==> src/design/dpq_pkg.sv <==
package dpq_pkg;

    // Request opcodes
    localparam logic [1:0] OP_INSERT  = 2'd0;
    localparam logic [1:0] OP_DEL_MAX = 2'd1;
    localparam logic [1:0] OP_DEL_MIN = 2'd2;
    localparam logic [1:0] OP_PEEK    = 2'd3;

    // Result status codes
    localparam logic [1:0] ST_OK    = 2'd0;
    localparam logic [1:0] ST_EMPTY = 2'd1;
    localparam logic [1:0] ST_FULL  = 2'd2;

    // Per-cycle action of a row of cells
    localparam logic [1:0] CELL_HOLD   = 2'd0;
    localparam logic [1:0] CELL_INSERT = 2'd1;
    localparam logic [1:0] CELL_SHIFT  = 2'd2;

    typedef struct packed {
        logic signed [15:0] prio;
        logic [15:0]        data;
    } word_t;

    typedef struct packed {
        logic [1:0] op;
        word_t      new_word;
    } cell_ctrl_t;

    typedef struct packed {
        logic [1:0]         opcode;
        logic signed [15:0] entry_priority;
        logic [15:0]        entry_data;
    } req_t;

    typedef struct packed {
        logic [1:0]         status;
        logic signed [15:0] removed_priority;
        logic [15:0]        removed_data;
        logic signed [15:0] top_priority;
        logic [15:0]        top_data;
        logic signed [15:0] bottom_priority;
        logic [15:0]        bottom_data;
        logic [4:0]         entry_count;
    } rsp_t;

endpackage

==> src/design/double_ended_priority_queue.sv <==
// Channel   Ports                 Handshake
// request   start, busy, request  taken when start is high and busy is low
// result    done, result          shown for one cycle while done is high
//
// One request completes per cycle; its result appears on the cycle after it
// is taken. Two rows of cells hold the entries, one ordered from the highest
// priority and one from the lowest, so both ends are always at cell 0 and
// every operation is a single parallel compare and shift. busy stays low.
// Reset empties the queue; cell contents are left as they are. The receiver
// cannot stall the result.
module double_ended_priority_queue #(
    parameter int CAPACITY = 16
) (
    input  logic           clk,
    input  logic           rst_n,
    input  logic           start,
    output logic           busy,
    input  dpq_pkg::req_t  request,
    output logic           done,
    output dpq_pkg::rsp_t  result
);
    import dpq_pkg::*;

    localparam int CNT_W = $clog2(CAPACITY + 1);

    logic [CNT_W-1:0] count_reg;
    logic [CNT_W-1:0] count_next;
    logic             done_reg;
    rsp_t             result_reg;
    rsp_t             result_next;

    cell_ctrl_t       hi_ctrl;
    cell_ctrl_t       lo_ctrl;
    word_t            hi_head;
    word_t            hi_head_next;
    word_t            lo_head;
    word_t            lo_head_next;
    word_t            removed;
    logic [1:0]       status;
    logic             accept;
    logic             is_full;
    logic             is_empty;

    assign accept   = start && !busy;
    assign is_full  = count_reg == CNT_W'(CAPACITY);
    assign is_empty = count_reg == '0;

    // Decode the request into row actions
    always_comb
    begin
        hi_ctrl.op       = CELL_HOLD;
        lo_ctrl.op       = CELL_HOLD;
        hi_ctrl.new_word = '{prio: request.entry_priority, data: request.entry_data};
        lo_ctrl.new_word = hi_ctrl.new_word;
        count_next       = count_reg;
        status           = ST_OK;
        removed          = '0;
        if (accept)
        begin
            unique case (request.opcode)
                OP_INSERT:
                begin
                    if (is_full)
                        status = ST_FULL;
                    else
                    begin
                        hi_ctrl.op = CELL_INSERT;
                        lo_ctrl.op = CELL_INSERT;
                        count_next = count_reg + 1'b1;
                    end
                end
                OP_DEL_MAX:
                begin
                    if (is_empty)
                        status = ST_EMPTY;
                    else
                    begin
                        hi_ctrl.op = CELL_SHIFT;
                        removed    = hi_head;
                        count_next = count_reg - 1'b1;
                    end
                end
                OP_DEL_MIN:
                begin
                    if (is_empty)
                        status = ST_EMPTY;
                    else
                    begin
                        lo_ctrl.op = CELL_SHIFT;
                        removed    = lo_head;
                        count_next = count_reg - 1'b1;
                    end
                end
                default:
                    status = ST_OK;
            endcase
        end
    end

    dpq_row #(
        .CAPACITY   (CAPACITY),
        .CNT_W      (CNT_W),
        .DESCENDING (1'b1)
    ) u_hi_row (
        .clk       (clk),
        .ctrl      (hi_ctrl),
        .count     (count_reg),
        .head      (hi_head),
        .head_next (hi_head_next)
    );

    dpq_row #(
        .CAPACITY   (CAPACITY),
        .CNT_W      (CNT_W),
        .DESCENDING (1'b0)
    ) u_lo_row (
        .clk       (clk),
        .ctrl      (lo_ctrl),
        .count     (count_reg),
        .head      (lo_head),
        .head_next (lo_head_next)
    );

    // Assemble the result from the state after this step
    always_comb
    begin
        result_next.status           = status;
        result_next.removed_priority = removed.prio;
        result_next.removed_data     = removed.data;
        result_next.entry_count      = 5'(count_next);
        if (count_next == '0)
        begin
            result_next.top_priority    = '0;
            result_next.top_data        = '0;
            result_next.bottom_priority = '0;
            result_next.bottom_data     = '0;
        end
        else
        begin
            result_next.top_priority    = hi_head_next.prio;
            result_next.top_data        = hi_head_next.data;
            result_next.bottom_priority = lo_head_next.prio;
            result_next.bottom_data     = lo_head_next.data;
        end
    end

    // Advance the count and strobe
    always_ff @(posedge clk or negedge rst_n)
    begin
        if (!rst_n)
        begin
            count_reg <= '0;
            done_reg  <= 1'b0;
        end
        else
        begin
            count_reg <= count_next;
            done_reg  <= accept;
        end
    end

    // Register the result of each accepted request; it holds until the next one
    always_ff @(posedge clk)
    begin
        if (accept)
            result_reg <= result_next;
    end

    // Every request is handled in a single parallel step, so nothing holds requests off
    assign busy   = 1'b0;
    assign done   = done_reg;
    assign result = result_reg;

endmodule

==> src/design/dpq_cell.sv <==
module dpq_cell #(
    parameter int IDX        = 0,
    parameter int CNT_W      = 5,
    parameter bit DESCENDING = 1'b1
) (
    input  logic               clk,
    input  dpq_pkg::cell_ctrl_t ctrl,
    input  logic [CNT_W-1:0]   count,
    input  dpq_pkg::word_t     left_word,
    input  logic               left_keep,
    input  dpq_pkg::word_t     right_word,
    output dpq_pkg::word_t     word,
    output dpq_pkg::word_t     word_next,
    output logic               keep
);
    import dpq_pkg::*;

    word_t word_reg;
    logic  occupied;
    logic  stays_ahead;

    // Decide whether this entry stays ahead of the new one
    assign occupied = CNT_W'(IDX) < count;
    assign stays_ahead = DESCENDING ? (word_reg.prio > ctrl.new_word.prio)
                                    : (word_reg.prio <= ctrl.new_word.prio);
    assign keep = occupied && stays_ahead;

    // Hold, take the new entry, take the left neighbour or take the right one
    always_comb
    begin
        unique case (ctrl.op)
            CELL_INSERT:
            begin
                if (keep)
                    word_next = word_reg;
                else if (IDX == 0 || left_keep)
                    word_next = ctrl.new_word;
                else
                    word_next = left_word;
            end
            CELL_SHIFT:
                word_next = right_word;
            default:
                word_next = word_reg;
        endcase
    end

    always_ff @(posedge clk)
    begin
        word_reg <= word_next;
    end

    assign word = word_reg;

endmodule

==> src/design/dpq_row.sv <==
module dpq_row #(
    parameter int CAPACITY   = 16,
    parameter int CNT_W      = 5,
    parameter bit DESCENDING = 1'b1
) (
    input  logic                clk,
    input  dpq_pkg::cell_ctrl_t ctrl,
    input  logic [CNT_W-1:0]    count,
    output dpq_pkg::word_t      head,
    output dpq_pkg::word_t      head_next
);
    import dpq_pkg::*;

    word_t words [CAPACITY];
    word_t nexts [CAPACITY];
    logic  keeps [CAPACITY];

    // Chain the cells, each seeing its neighbours; the ends see the new entry and their own word
    for (genvar i = 0; i < CAPACITY; i++)
    begin : g_cell
        word_t left_w;
        word_t right_w;
        logic  left_k;

        if (i == 0)
        begin : g_first
            assign left_w = ctrl.new_word;
            assign left_k = 1'b0;
        end
        else
        begin : g_mid
            assign left_w = words[i-1];
            assign left_k = keeps[i-1];
        end

        if (i == CAPACITY - 1)
        begin : g_last
            assign right_w = words[i];
        end
        else
        begin : g_inner
            assign right_w = words[i+1];
        end

        dpq_cell #(
            .IDX        (i),
            .CNT_W      (CNT_W),
            .DESCENDING (DESCENDING)
        ) u_cell (
            .clk        (clk),
            .ctrl       (ctrl),
            .count      (count),
            .left_word  (left_w),
            .left_keep  (left_k),
            .right_word (right_w),
            .word       (words[i]),
            .word_next  (nexts[i]),
            .keep       (keeps[i])
        );
    end

    assign head      = words[0];
    assign head_next = nexts[0];

endmodule
==> config.mk <==
export PLATFORM = sky130hd
export DESIGN_NAME = double_ended_priority_queue
export DESIGN_NICKNAME = d
export VERILOG_FILES = /design/src/design/dpq_pkg.sv /design/src/design/double_ended_priority_queue.sv /design/src/design/dpq_cell.sv /design/src/design/dpq_row.sv
export SDC_FILE = /design/constraint.sdc
export NUM_CORES = 2
export LEC_CHECK = 0
export BUFFER_PORTS_ARGS = -buffer_cell sky130_fd_sc_hd__buf_2
export CORE_ASPECT_RATIO = 0.9
export CORE_UTILIZATION = 50
export DETAILED_ROUTE_END_ITERATION = 7
export PLACE_DENSITY = 0.71
export SYNTH_ARGS = -nofsm -noshare
export SYNTH_HDL_FRONTEND = slang
export SYNTH_SLANG_ARGS = --single-unit
==> constraint.sdc <==
create_clock -name clk -period 5.2 [get_ports clk]
set_input_delay 0.78 -clock clk [delete_from_list [all_inputs] [get_ports clk]]
set_output_delay 0.78 -clock clk [all_outputs]
set_load 0.02 [all_outputs]
==> results by group <==
Status
  • Outcome: completed

Logic synthesis
  • Synthesis Warnings: 0
  • Proportion of synthesized area in mux cells: 5.24%
  • Synth Area in Adders: 9.46%
  • Area share of the largest cell type after synthesis: 46.2%
  • Predominant post-synthesis flop cell: sky130_fd_sc_hd__edfxtp_1
  • Cell type contributing the most total cell area after synthesis: sky130_fd_sc_hd__edfxtp_1
  • Post-synthesis instance total: 6405
  • Seq/Total Area, Yosys: 48.2%
  • Top area cells in the synthesized netlist: sky130_fd_sc_hd__edfxtp_1 46%, sky130_fd_sc_hd__ha_1 9.5%, sky130_fd_sc_hd__a221o_1 4.6%
  • Top cell types by occurrence after synthesis: 1063 x sky130_fd_sc_hd__edfxtp_1, 650 x sky130_fd_sc_hd__nand2_1, 523 x sky130_fd_sc_hd__ha_1, 474 x sky130_fd_sc_hd__clkbuf_1, 377 x sky130_fd_sc_hd__o21ai_0
  • Share of flip-flops with an asynchronous set or reset: 0.530%
  • Largest family of logic cells by synthesized area: compound AO/OA/AOI/OAI gates
  • Share of synthesized cell area in and, or, nand and nor gates: 13.7%
  • Compound-gate portion of the synthesized area: 18.7%
  • Post-synthesis net count: 6965
  • Average footprint of a synthesized cell: 10.8 sq um
  • Synth Register Bits: 1133
  • Synth unique cells: 82
  • Count leader, synth: sky130_fd_sc_hd__edfxtp_1
  • Area share of xor/xnor cells in the synthesized design: 0%
  • Post-synth EDFFs: 1063
  • Total standard cell area after synthesis: 69100 sq um

GRT
  • Pin count of the biggest net entering global routing: 260
  • Total global routing track utilization: 32.0%
  • Overflow after GRT: 0
  • First-pass GRT wire length: 338000 um
  • Number of global-route vias before repair: 51216
  • Antenna violations before repair: 13

CTS
  • CTS H-Tree Depth: 4
  • # clock sinks: 1133
  • Clock tree from TritonCTS: done
  • Number of buffers on the longest clock path: 3
  • Clock buffers created by TritonCTS: 132
  • Cell at the root of the clock tree: sky130_fd_sc_hd__clkbuf_16
  • Resized cells post-CTS: 0
  • Clock latency of the later-clocked register in the worst-skew pair: 0.78 ns
  • Clock-pin transition on the worst setup and hold timing paths: 0.06 ns

Timing
  • Worst Slack Setup Final: 0.956 ns
  • Headroom to the max-slew limit: 12.6%
  • Setup repair after global routing missed its margin: false
  • Post-layout min period: 4.24 ns
  • Max Fclk: 0.236 GHz
  • Count of endpoints failing setup in the final report: 0
  • Count of endpoints failing hold in the final timing report: 0
  • Worst Clk Skew: 0.0294 ns
  • Minimum hold slack: 0.378 ns
  • Fin. max-slew vios: 0
  • Actual transition at the worst max-transition pin: 1.31 ns
  • Portion of the clock cycle consumed by the worst path in the final layout: 81.6%
  • Total Negative Setup Slacks: 0 ns

Critical path
  • Startpoint-to-endpoint class of the critical path: register to register
  • Maximum fanout encountered on the critical timing path: 32
  • Critical path endpoint category: register
  • Cells on worst reg2reg path: 14
  • Worst EP arrival: 4.73 ns
  • Capturing point of the worst reg2reg path: result[53]$_SDFFCE_PN0P_
  • Crit path launch type: register
  • Required time at the worst-slack endpoint: 5.69 ns
  • Startpoint of the most critical register-to-register path: count_reg[0]$_DFF_PN0_
  • R2r setup slk: 0.96 ns

Power
  • Post-layout total power: 36400 uW
  • Power Dens Cells: 475 nW/um^2
  • Worst ir drop on vdd: 291 uV
  • Leakage power: 0.0281 uW

Route
  • Post-detailed-route DRC marker count: 0
  • Drt total wl: 231000 um
  • Via density per instance: 6.83
  • Antenna Violating Nets Remaining: 0
  • Starting DRC count in detailed routing: 9276
  • First-pass detailed-route iteration total: 7
  • Final routed wire length divided by cell count: 27.8 um
  • Total via count after detailed routing: 56605

Placement
  • DP HPWL: 161000 um
  • Placed inst area: 72300 sq um
  • Buffers added on ports: 140
  • Weighted congestion at the end of routability-driven global placement: 0.962
  • Worst Setup Slack post-DPL: 0.710 ns

Cells and area
  • Fraction of layout instances using a drive strength above 1: 13.5%
  • Post-route cell area: 76500 sq um
  • Final net count: 6888
  • Post-synthesis to final-layout area growth: 10.6%

Die
  • Die extent in x: 394 um
  • Number of rows in the core area: 129
  • Overall die area: 140000 sq um
  • Overall die height: 355 um
  • Area of the core region: 137000 sq um
  • Number of placed I/O pins: 142
  • Starting Density: 50.3%

Hold path
  • Hold WC Path Type: primary input to async pin

Run
  • Total of max-cap violations: 0
-- logic make-up (layout without fill, tap and decap cells) --
family / after synthesis / in the layout
fa+ha+maj: 523 / 523
simple gates: 1889 / 1889
other cells: 1 / 26
mux: 354 / 354
flops: 1133 / 1133
buf+inv: 803 / 823
compound gates: 1702 / 1702
-- cell type report --
| type | instances | area, sq um |
|---|---|---|
| multi-input combinational | 4469 | 33100 |
| sequential | 1133 | 33400 |
| antenna | 25 | 62.6 |
| tap | 1834 | 2290 |
| clock buffer | 164 | 3560 |
| fill | 11328 | 60900 |
| inverter | 227 | 857 |
| clock inverter | 67 | 517 |
| timing repair buffer | 365 | 2730 |
-- metrics by stage --
stage / instances / util [%]
4_1_cts: 8259 / 55.6
5_1_grt: 8259 / 55.6
6_report: 8284 / 55.7
3_5_place_dp: 8027 / 52.7
3_3_place_gp: 8027 / 52.7
2_1_floorplan: 6405 / -
-- critical path, stage by stage (launching register included) --
cell and delay, ns:
sky130_fd_sc_hd__dfrtp_1 0.60, sky130_fd_sc_hd__inv_1 0.14, sky130_fd_sc_hd__ha_1 0.26, sky130_fd_sc_hd__nand2b_1 0.17, sky130_fd_sc_hd__nor2_4 0.09, sky130_fd_sc_hd__nor2b_2 0.15
sky130_fd_sc_hd__nand2_1 0.11, sky130_fd_sc_hd__ha_1 0.24, sky130_fd_sc_hd__buf_4 0.15, sky130_fd_sc_hd__inv_1 0.33, sky130_fd_sc_hd__nor2_1 0.14, sky130_fd_sc_hd__and2_1 0.18
sky130_fd_sc_hd__a31o_2 0.47, sky130_fd_sc_hd__a222oi_1 0.80, sky130_fd_sc_hd__nor2_1 0.12
-- timing repair --
item | 4_1_cts | 5_1_grt
endpoints found under the hold margin | 6 | 0
hold buffers | 1 | 0
buffers inserted | 0 | 0
endpoints found under the setup margin | 0 | 0
-- routing by layer --
metal  wire length (um)  global-route usage, %  vias up
met5                138                      0        -
met4               9680                   13.8       20
li1                   -                      -    24850
met1              97800                   48.2    27300
met3              32700                   8.50      425
met2              90300                   42.5     4010
-- where the power goes --
group          internal, uW  switching, uW
Combinational          5040           7900
Clock                  5080           3920
Sequential            12800           1560
-- layout by cell type (no fill, tap or decap), types with 138 or more instances in the layout --
master	count
sky130_fd_sc_hd__a21oi_1	146
sky130_fd_sc_hd__inv_1	209
sky130_fd_sc_hd__mux2i_1	289
sky130_fd_sc_hd__o21ai_0	376
sky130_fd_sc_hd__clkbuf_16	138
sky130_fd_sc_hd__nor2_1	293
sky130_fd_sc_hd__nor3b_1	284
sky130_fd_sc_hd__nand2_1	649
sky130_fd_sc_hd__buf_4	198
sky130_fd_sc_hd__ha_1	521
sky130_fd_sc_hd__buf_2	139
sky130_fd_sc_hd__a221o_1	316
sky130_fd_sc_hd__nand3_1	246
sky130_fd_sc_hd__edfxtp_1	1063
-- worst max path at each step --
stage                      startpoint                                     endpoint  slack, ns  depth (start not counted)
2_1_floorplan  count_reg[0]$_DFF_PN0_  u_hi_row.g_cell[1].u_cell.word[0]$_DFFE_PP_       0.03                         17
3_3_place_gp              request[28]  u_hi_row.g_cell[9].u_cell.word[2]$_DFFE_PP_       0.77                         11
3_5_place_dp              request[28]  u_hi_row.g_cell[9].u_cell.word[2]$_DFFE_PP_       0.71                         11
4_1_cts        count_reg[0]$_DFF_PN0_                     result[44]$_SDFFCE_PN0P_       1.09                         12
5_1_grt        count_reg[0]$_DFF_PN0_                     result[43]$_SDFFCE_PN0P_       0.71                         13
6_report       count_reg[0]$_DFF_PN0_                     result[53]$_SDFFCE_PN0P_       0.96                         14
Power figures use the tool's default switching activity.
